--- src/rtl/bcpe_pkg.sv ---
// Shared types and constants for the Bezier curve point evaluator.
// No dependencies; used by the channel interfaces and the top level.
package bcpe_pkg;

  localparam int MAX_POINTS_DEF  = 8;
  localparam int T_FRAC_BITS_DEF = 16;

  localparam int COORD_W   = 16;
  localparam int CURVE_W   = 24;
  localparam int PT_FRAC_W = 8;
  localparam int IDX_W     = 3;
  localparam int PARAM_W   = 17;
  localparam int DEG_W     = 3;

  localparam logic [DEG_W-1:0] DEG_RESET = 3'd3;

  localparam logic OP_LOAD = 1'b0;
  localparam logic OP_EVAL = 1'b1;

  typedef struct packed {
    logic                       op;
    logic [IDX_W-1:0]           point_index;
    logic signed [COORD_W-1:0]  point_x;
    logic signed [COORD_W-1:0]  point_y;
    logic [PARAM_W-1:0]         param_t;
  } item_t;

  typedef struct packed {
    logic signed [CURVE_W-1:0] curve_x;
    logic signed [CURVE_W-1:0] curve_y;
  } result_t;

endpackage

--- src/rtl/bcpe_if.sv ---
// Valid/ready channel interfaces: input items, results, degree writes.
// Depends on bcpe_pkg for the payload types.
interface bcpe_item_if;
  import bcpe_pkg::*;
  logic  valid;
  logic  ready;
  item_t data;
  modport source(output valid, output data, input ready);
  modport sink(input valid, input data, output ready);
endinterface

interface bcpe_result_if;
  import bcpe_pkg::*;
  logic    valid;
  logic    ready;
  result_t data;
  modport source(output valid, output data, input ready);
  modport sink(input valid, input data, output ready);
endinterface

interface bcpe_cfg_if;
  import bcpe_pkg::*;
  logic             valid;
  logic             ready;
  logic [DEG_W-1:0] data;
  modport source(output valid, output data, input ready);
  modport sink(input valid, input data, output ready);
endinterface

--- src/rtl/bcpe_ram.sv ---
// Generic single-port-write, single-port-read RAM with registered read.
// No dependencies.
module bcpe_ram #(
  parameter int WIDTH = 32,
  parameter int DEPTH = 8
) (
  input  logic                     clk,
  input  logic                     we,
  input  logic [$clog2(DEPTH)-1:0] waddr,
  input  logic [WIDTH-1:0]         wdata,
  input  logic                     re,
  input  logic [$clog2(DEPTH)-1:0] raddr,
  output logic [WIDTH-1:0]         rdata
);

  logic [WIDTH-1:0] mem [DEPTH];

  always_ff @(posedge clk) begin
    if (we) begin
      mem[waddr] <= wdata;
    end
    if (re) begin
      rdata <= mem[raddr];
    end
  end

endmodule

--- src/rtl/bezier_curve_point_eval_top.sv ---
// Bezier curve point evaluator: control point store plus De Casteljau work store.
// Load: writes one control point. Evaluate at degree n: n(n+3)/2 reads (1 at degree 0)
// through one shared interpolation pipeline, with a drain state before the last level
// when n >= 2; the result is registered in the output state, and a new item is accepted
// only when idle. Reset (rst, synchronous) clears control state and sets degree 3; point
// store contents stay undefined until loaded. Depends on bcpe_pkg, bcpe_if, bcpe_ram.
module bezier_curve_point_eval_top #(
  parameter int MAX_POINTS  = bcpe_pkg::MAX_POINTS_DEF,
  parameter int T_FRAC_BITS = bcpe_pkg::T_FRAC_BITS_DEF
) (
  input  logic          clk,
  input  logic          rst,
  bcpe_item_if.sink     item,
  bcpe_result_if.source result,
  bcpe_cfg_if.sink      cfg
);
  import bcpe_pkg::*;

  localparam int AW   = $clog2(MAX_POINTS);
  localparam int TW   = T_FRAC_BITS + 1;
  localparam int CW   = (TW > PARAM_W) ? TW : PARAM_W;
  localparam int DW   = CURVE_W + 1;
  localparam int PW   = DW + TW + 1;
  localparam int NMAX = MAX_POINTS - 1;
  localparam logic [CW-1:0] T_ONE = CW'(1) << T_FRAC_BITS;
  localparam logic signed [PW-1:0] HALF = PW'(1) << (T_FRAC_BITS - 1);

  localparam logic [2:0] ST_IDLE  = 3'd0;
  localparam logic [2:0] ST_RUN   = 3'd1;
  localparam logic [2:0] ST_DRAIN = 3'd2;
  localparam logic [2:0] ST_FLUSH = 3'd3;
  localparam logic [2:0] ST_OUT   = 3'd4;

  logic [2:0]       state;
  logic [DEG_W-1:0] degree;
  logic [AW-1:0]    k;
  logic [AW-1:0]    j;
  logic             first;
  logic [TW-1:0]    t_reg;

  logic             s1_vld;
  logic [AW-1:0]    s1_idx;
  logic             s1_last;
  logic             s1_src_cp;
  logic signed [CURVE_W-1:0] a_x;
  logic signed [CURVE_W-1:0] a_y;

  logic             s2_vld;
  logic [AW-1:0]    s2_idx;
  logic             s2_last;
  logic signed [CURVE_W-1:0] s2_ax;
  logic signed [CURVE_W-1:0] s2_ay;
  logic signed [PW-1:0]      s2_px;
  logic signed [PW-1:0]      s2_py;

  logic signed [CURVE_W-1:0] fin_x;
  logic signed [CURVE_W-1:0] fin_y;

  logic [2*COORD_W-1:0] cp_rdata;
  logic [2*CURVE_W-1:0] work_rdata;
  logic                 cp_we;
  logic                 cp_re;
  logic                 work_we;
  logic                 work_re;

  logic                 in_xfer;
  logic [AW-1:0]        n_clamp;
  logic [CW-1:0]        t_ext;
  logic [CW-1:0]        t_sat;

  logic signed [CURVE_W-1:0] cur_x;
  logic signed [CURVE_W-1:0] cur_y;
  logic signed [DW-1:0]      diff_x;
  logic signed [DW-1:0]      diff_y;
  logic signed [PW-1:0]      sum_x;
  logic signed [PW-1:0]      sum_y;
  logic signed [PW-1:0]      q_x;
  logic signed [PW-1:0]      q_y;
  logic signed [CURVE_W-1:0] res_x;
  logic signed [CURVE_W-1:0] res_y;
  logic                      fin_cur;
  logic                      fin_s2;
  logic                      out_free;

  assign item.ready = (state == ST_IDLE);
  assign cfg.ready  = 1'b1;
  assign in_xfer    = item.valid && item.ready;
  assign out_free   = !result.valid || result.ready;

  assign n_clamp = (int'(degree) > NMAX) ? AW'(NMAX) : AW'(degree);
  assign t_ext   = CW'(item.data.param_t);
  assign t_sat   = (t_ext > T_ONE) ? T_ONE : t_ext;

  assign cp_we   = in_xfer && (item.data.op == OP_LOAD) &&
                   (int'(item.data.point_index) < MAX_POINTS);
  assign cp_re   = (state == ST_RUN) && first;
  assign work_re = (state == ST_RUN) && !first;
  assign work_we = s2_vld && !s2_last;

  bcpe_ram #(.WIDTH(2 * COORD_W), .DEPTH(MAX_POINTS)) u_cp_ram (
    .clk   (clk),
    .we    (cp_we),
    .waddr (AW'(item.data.point_index)),
    .wdata ({item.data.point_y, item.data.point_x}),
    .re    (cp_re),
    .raddr (j),
    .rdata (cp_rdata)
  );

  bcpe_ram #(.WIDTH(2 * CURVE_W), .DEPTH(MAX_POINTS)) u_work_ram (
    .clk   (clk),
    .we    (work_we),
    .waddr (s2_idx),
    .wdata ({res_y, res_x}),
    .re    (work_re),
    .raddr (j),
    .rdata (work_rdata)
  );

  always_comb begin
    if (s1_src_cp) begin
      cur_x = {cp_rdata[COORD_W-1:0], {PT_FRAC_W{1'b0}}};
      cur_y = {cp_rdata[2*COORD_W-1:COORD_W], {PT_FRAC_W{1'b0}}};
    end else begin
      cur_x = work_rdata[CURVE_W-1:0];
      cur_y = work_rdata[2*CURVE_W-1:CURVE_W];
    end
  end

  assign diff_x = DW'(cur_x) - DW'(a_x);
  assign diff_y = DW'(cur_y) - DW'(a_y);

  // round to nearest, ties up: floor((d*t + half) / 2^F)
  assign sum_x = s2_px + HALF;
  assign sum_y = s2_py + HALF;
  assign q_x   = sum_x >>> T_FRAC_BITS;
  assign q_y   = sum_y >>> T_FRAC_BITS;
  assign res_x = s2_ax + q_x[CURVE_W-1:0];
  assign res_y = s2_ay + q_y[CURVE_W-1:0];

  assign fin_cur = s1_vld && s1_last && (s1_idx == '0);
  assign fin_s2  = s2_vld && s2_last;

  always_ff @(posedge clk) begin
    if (rst) begin
      state        <= ST_IDLE;
      degree       <= DEG_RESET;
      k            <= '0;
      j            <= '0;
      first        <= 1'b0;
      s1_vld       <= 1'b0;
      s1_last      <= 1'b0;
      s2_vld       <= 1'b0;
      s2_last      <= 1'b0;
      result.valid <= 1'b0;
    end else begin
      if (cfg.valid && cfg.ready) begin
        degree <= cfg.data;
      end

      s1_vld    <= (state == ST_RUN);
      s1_idx    <= j;
      s1_last   <= (state == ST_RUN) && (k <= AW'(1)) && (j == k);
      s1_src_cp <= first;

      s2_vld  <= s1_vld && (s1_idx != '0);
      s2_last <= s1_last;

      if ((state == ST_OUT) && out_free) begin
        result.valid <= 1'b1;
      end else if (result.ready) begin
        result.valid <= 1'b0;
      end

      unique case (state)
        ST_IDLE: begin
          if (in_xfer && (item.data.op == OP_EVAL)) begin
            k     <= n_clamp;
            j     <= '0;
            first <= 1'b1;
            t_reg <= TW'(t_sat);
            state <= ST_RUN;
          end
        end
        ST_RUN: begin
          if (j == k) begin
            if (k <= AW'(1)) begin
              state <= ST_FLUSH;
            end else begin
              k     <= k - AW'(1);
              j     <= '0;
              first <= 1'b0;
              // pass through the drain state so level 1 reads see level 2 writes
              state <= (k == AW'(2)) ? ST_DRAIN : ST_RUN;
            end
          end else begin
            j <= j + AW'(1);
          end
        end
        ST_DRAIN: begin
          state <= ST_RUN;
        end
        ST_FLUSH: begin
          if (fin_cur || fin_s2) begin
            state <= ST_OUT;
          end
        end
        ST_OUT: begin
          if (out_free) begin
            state <= ST_IDLE;
          end
        end
        default: begin
          state <= ST_IDLE;
        end
      endcase
    end
  end

  always_ff @(posedge clk) begin
    if (s1_vld) begin
      a_x <= cur_x;
      a_y <= cur_y;
    end
    s2_idx <= s1_idx - AW'(1);
    s2_ax  <= a_x;
    s2_ay  <= a_y;
    s2_px  <= $signed(diff_x) * $signed({1'b0, t_reg});
    s2_py  <= $signed(diff_y) * $signed({1'b0, t_reg});
    if (fin_cur) begin
      fin_x <= cur_x;
      fin_y <= cur_y;
    end else if (fin_s2) begin
      fin_x <= res_x;
      fin_y <= res_y;
    end
    if ((state == ST_OUT) && out_free) begin
      result.data.curve_x <= fin_x;
      result.data.curve_y <= fin_y;
    end
  end

  a_rise_from_out: assert property (@(posedge clk) disable iff (rst)
    $rose(result.valid) |-> $past(state) == ST_OUT)
    else $error("result valid rose outside output state");

  a_final_in_flush: assert property (@(posedge clk) disable iff (rst)
    (fin_cur || fin_s2) |-> state == ST_FLUSH)
    else $error("final point produced outside flush state");

  a_issue_bound: assert property (@(posedge clk) disable iff (rst)
    (state == ST_RUN) |-> j <= k)
    else $error("read index passed level size");

  a_no_work_write_idle: assert property (@(posedge clk) disable iff (rst)
    work_we |-> (state != ST_IDLE) && (state != ST_OUT))
    else $error("work store written with no evaluation in flight");

endmodule

--- src/flat_wrapper.sv ---
// flat-port wrapper written by rule: the top's interface ports become plain ports
module bezier_curve_point_eval_top_flat import bcpe_pkg::*;
#(
  parameter int MAX_POINTS  = bcpe_pkg::MAX_POINTS_DEF,
  parameter int T_FRAC_BITS = bcpe_pkg::T_FRAC_BITS_DEF
)
  (clk, rst, item_valid, item_data, item_ready, result_valid, result_data, result_ready, cfg_valid, cfg_data, cfg_ready);
  bcpe_item_if item_i ();
  bcpe_result_if result_i ();
  bcpe_cfg_if cfg_i ();
  input  logic clk;
  input  logic rst;
  input wire logic [$bits(item_i.valid)-1:0] item_valid;
  input wire logic [$bits(item_i.data)-1:0] item_data;
  output wire logic [$bits(item_i.ready)-1:0] item_ready;
  output wire logic [$bits(result_i.valid)-1:0] result_valid;
  output wire logic [$bits(result_i.data)-1:0] result_data;
  input wire logic [$bits(result_i.ready)-1:0] result_ready;
  input wire logic [$bits(cfg_i.valid)-1:0] cfg_valid;
  input wire logic [$bits(cfg_i.data)-1:0] cfg_data;
  output wire logic [$bits(cfg_i.ready)-1:0] cfg_ready;
  assign item_i.valid = item_valid;
  assign item_i.data = item_data;
  assign item_ready = item_i.ready;
  assign result_valid = result_i.valid;
  assign result_data = result_i.data;
  assign result_i.ready = result_ready;
  assign cfg_i.valid = cfg_valid;
  assign cfg_i.data = cfg_data;
  assign cfg_ready = cfg_i.ready;
  bezier_curve_point_eval_top #(.MAX_POINTS(MAX_POINTS), .T_FRAC_BITS(T_FRAC_BITS)) u_core (.clk(clk), .rst(rst), .item(item_i), .result(result_i), .cfg(cfg_i));
endmodule
--- config.mk ---
export PLATFORM = sky130hd
export DESIGN_NAME = bezier_curve_point_eval_top_flat
export DESIGN_NICKNAME = d
export VERILOG_FILES = /design/src/rtl/bcpe_pkg.sv /design/src/rtl/bcpe_if.sv /design/src/rtl/bcpe_ram.sv /design/src/rtl/bezier_curve_point_eval_top.sv /design/src/flat_wrapper.sv
export SDC_FILE = /design/constraint.sdc
export NUM_CORES = 2
export LEC_CHECK = 0
export BUFFER_PORTS_ARGS = -buffer_cell sky130_fd_sc_hd__buf_2
export CAP_MARGIN = 5
export CORE_MARGIN = 2
export CORE_UTILIZATION = 55
export CTS_CLUSTER_SIZE = 10
export DETAILED_ROUTE_END_ITERATION = 10
export PLACE_DENSITY = 0.71
export SLEW_MARGIN = 20
export SYNTH_ARGS = -nofsm -noshare
export SYNTH_HDL_FRONTEND = slang
export SYNTH_HIERARCHICAL = 1
export SYNTH_SLANG_ARGS = --single-unit
export TNS_END_PERCENT = 50
--- constraint.sdc ---
create_clock -name clk -period 19.9 [get_ports clk]
set_clock_uncertainty 0.2 [all_clocks]
set_input_delay 1.99 -clock clk [delete_from_list [all_inputs] [get_ports clk]]
set_output_delay 1.99 -clock clk [all_outputs]
set_load 0.005 [all_outputs]
==> results.md <==
- Status: completed
- Share of the yosys chip area belonging to registers: 41.4%
- R2R depth: 28
- Final period utilization: 51.8%
- Synthesis-stage register bit count: 1004
- Cts hold-fix bufs: 0
- Vias in the first global route: 44300
- Clk_lat worst skew: 0.75 ns
- Final Hold Fails: 0
- Die height: 361 um
- CTS Buffer Depth: 3
- Hold Path Depth: 0
- GRT Util Overall: 25.3%
- CP delay by family, top: adder cells
- Initial Util: 55.5%
- DR DRC count: 0
- Final setup fails: 0
- CTS tree: built
- H-tree depth: 3
- Post-CTS Repair Setup Buffers: 0
- Net Count, Synth: 6714
- Avg Inst Size Synth: 12.6 um^2
- TritonCTS Buffers: 114
- Fraction of layout cells with a size suffix above 1: 11.1%
- Core box area: 126000 um^2
- CP dominant cell by count: fa_1
- Final net count: 6820
- Worst path arrival time: 10.71 ns
- Setup crit end kind: flip-flop
- Critical Path RT: 20.29 ns
- Final Max Slew Viols: 0
- RSZ-0062 raised after global routing: no
- Largest area contributor in the netlist: edfxtp_1
- Ports: 112
- First-pass GRT wire length: 254 mm
- Largest net degree at the start of global routing: 71
- Max-Cap Viols: 0
- Routability congestion estimate from global placement: 0.892
- DP Wirelength: 107 mm
- Initial antenna violation count: 3
- Post-Syn Area: 69900 um^2
- Worst min-delay path startpoint: u_core/a_y[21]
- Final ANT Viol Nets: 0
- Synth Instances: 5568
- Most frequent cells after synthesis: inv_1, edfxtp_1, fa_1, nand2_1, and2_1
- Setup TNS: 0 ns
- Die Wd: 361 um
- Most common cell in the synthesized netlist: inv_1
- Drt first pass iters: 8
- Cell depth of the worst setup path: 28
- Worst-margin pin slew: 1.09 ns
- Slew headroom: 26.4%
- Number of DRC markers in iteration 0: 3673
- Synth-to-Final Area Change: 8.56%
- Post-synth cell types: 83
- Ys async rst share: 0%
- PortBufs: 110
- Critical path class: reg2reg
- Number of flops mapped to enable cells by yosys: 885
- YS warnings: 6
- Worst r2r src: u_core/s1_src_cp
- Worst hold-check path type: reg2reg
- Clock root cell: clkbuf_16
- Yosys top cell area share: 38.0%
- Most flops, register: u_core/u_work_ram/mem
- CP max stage delay: 0.81 ns
- Maximum fanout along the worst path: 48
- Vias: 41900
- Final wirelength: 160 mm
- Max Clk Rate: 96.9 MHz
- Area contributors post-synth: edfxtp_1, fa_1, inv_1, ha_1, mux4_2
- R2R Setup Slk: 9.58 ns
- Avg Vias per Cell: 5.64
- Minimum clock period: 10.32 ns
- CTS clk-pin slew, worst paths: 0.06 ns
- Crit path buf inv count: 4
- Biggest regs: u_core/u_work_ram/mem: 384 flops, u_core/u_cp_ram/mem: 256 flops
- Slowest CP cell: o41ai_4
- Floorplan row count: 130
- Die area: 130000 um^2
- Ys flop type: edfxtp_1
- Startpoint types: flip-flop
- Global route overflow: 0
- Drt wl/cell: 21.5 um
- Clock sink count: 1004
- Max reg flops: 384
- CTS resizes: 0
- Reg-to-Reg End: u_core/s2_py[39]
- Hold Path Sink: u_core/s2_ay[21]
==> placed cells by master, fill, tap and decap left out, drive strengths merged, types with 17 or more instances in the layout <==
cell type and n:
xor2 54, nand2 538, clkbuf 203, edfxtp 885, a21oi 114, and3 20
o21bai 19, xnor2 144, o21a 20, mux4 160, dfxtp 119, buf 208
nand4 17, o21ai 70, inv 1016, nor2b 138, and2 340, fa 792
nand2b 46, nor2 135, mux2 140, ha 293, a21o 53, nor3 39
nand3 53
==> cells by family after synthesis <==
kind of cell,after synthesis,synth area share (%)
AO/OA/AOI/OAI,382,3.65
XOR/XNOR,200,2.56
adder cells (fa/ha/maj),1085,27.9
buffers and inverters,1229,6.85
flip-flops,1004,41.4
multiplexers,304,7.91
other,1,0.00536
AND/OR/NAND/NOR,1363,9.68
==> final cells by class <==
cell class                      instances  area [um^2]
Antenna cell                            1         2.50
Clock buffer                          203         3190
Clock inverter                         15          233
Fill cell                            9798        50000
Inverter                             1011         3790
Multi-Input combinational cell       3335        36400
Sequential cell                      1004        29000
Tap cell                             1650         2060
Timing Repair Buffer                  208         1290
==> worst max-delay path by stage <==
stage / from / endpoint
2_1_floorplan: u_core/s1_src_cp / u_core/s2_px[39]
3_3_place_gp: u_core/s1_src_cp / u_core/s2_py[39]
3_5_place_dp: u_core/s1_src_cp / u_core/s2_py[39]
4_1_cts: u_core/s1_src_cp / u_core/s2_py[39]
5_1_grt: u_core/s1_src_cp / u_core/s2_py[39]
6_report: u_core/s1_src_cp / u_core/s2_py[39]
==> metal layers <==
| metal | wire [um] | vias to the layer above | share of wire [%] | track usage, % |
|---|---|---|---|---|
| met2 | 76000 | 1506 | 48 | 40.8 |
| met1 | 68500 | 21700 | 43 | 36.2 |
| li1 | - | 18400 | - | - |
| met4 | 3850 | 2 | 2.4 | 7.41 |
| met5 | 11 | - | 0.0069 | 0 |
| met3 | 11300 | 232 | 7.1 | 3.75 |
==> through the flow <==
| step | cells | util, % | hold WS [ns] | instance area, um^2 | setup slack (ns) |
|---|---|---|---|---|---|
| after floorplan | 5568 | - | 0.148 | 69900 | 10.83 |
| after global placement | 7208 | 57.6 | 0.153 | 72500 | 10.0 |
| after detailed placement | 7208 | 57.6 | 0.155 | 72500 | 9.77 |
| after CTS | 7426 | 60.3 | 0.167 | 75900 | 9.66 |
| after global routing | 7426 | 60.3 | 0.178 | 75900 | 9.06 |
| final | 7427 | 60.3 | 0.166 | 75900 | 9.58 |
Power is left out: the tool's default activity adds up to more than one toggle a clock period on the data nets, which glitch-free logic cannot reach.
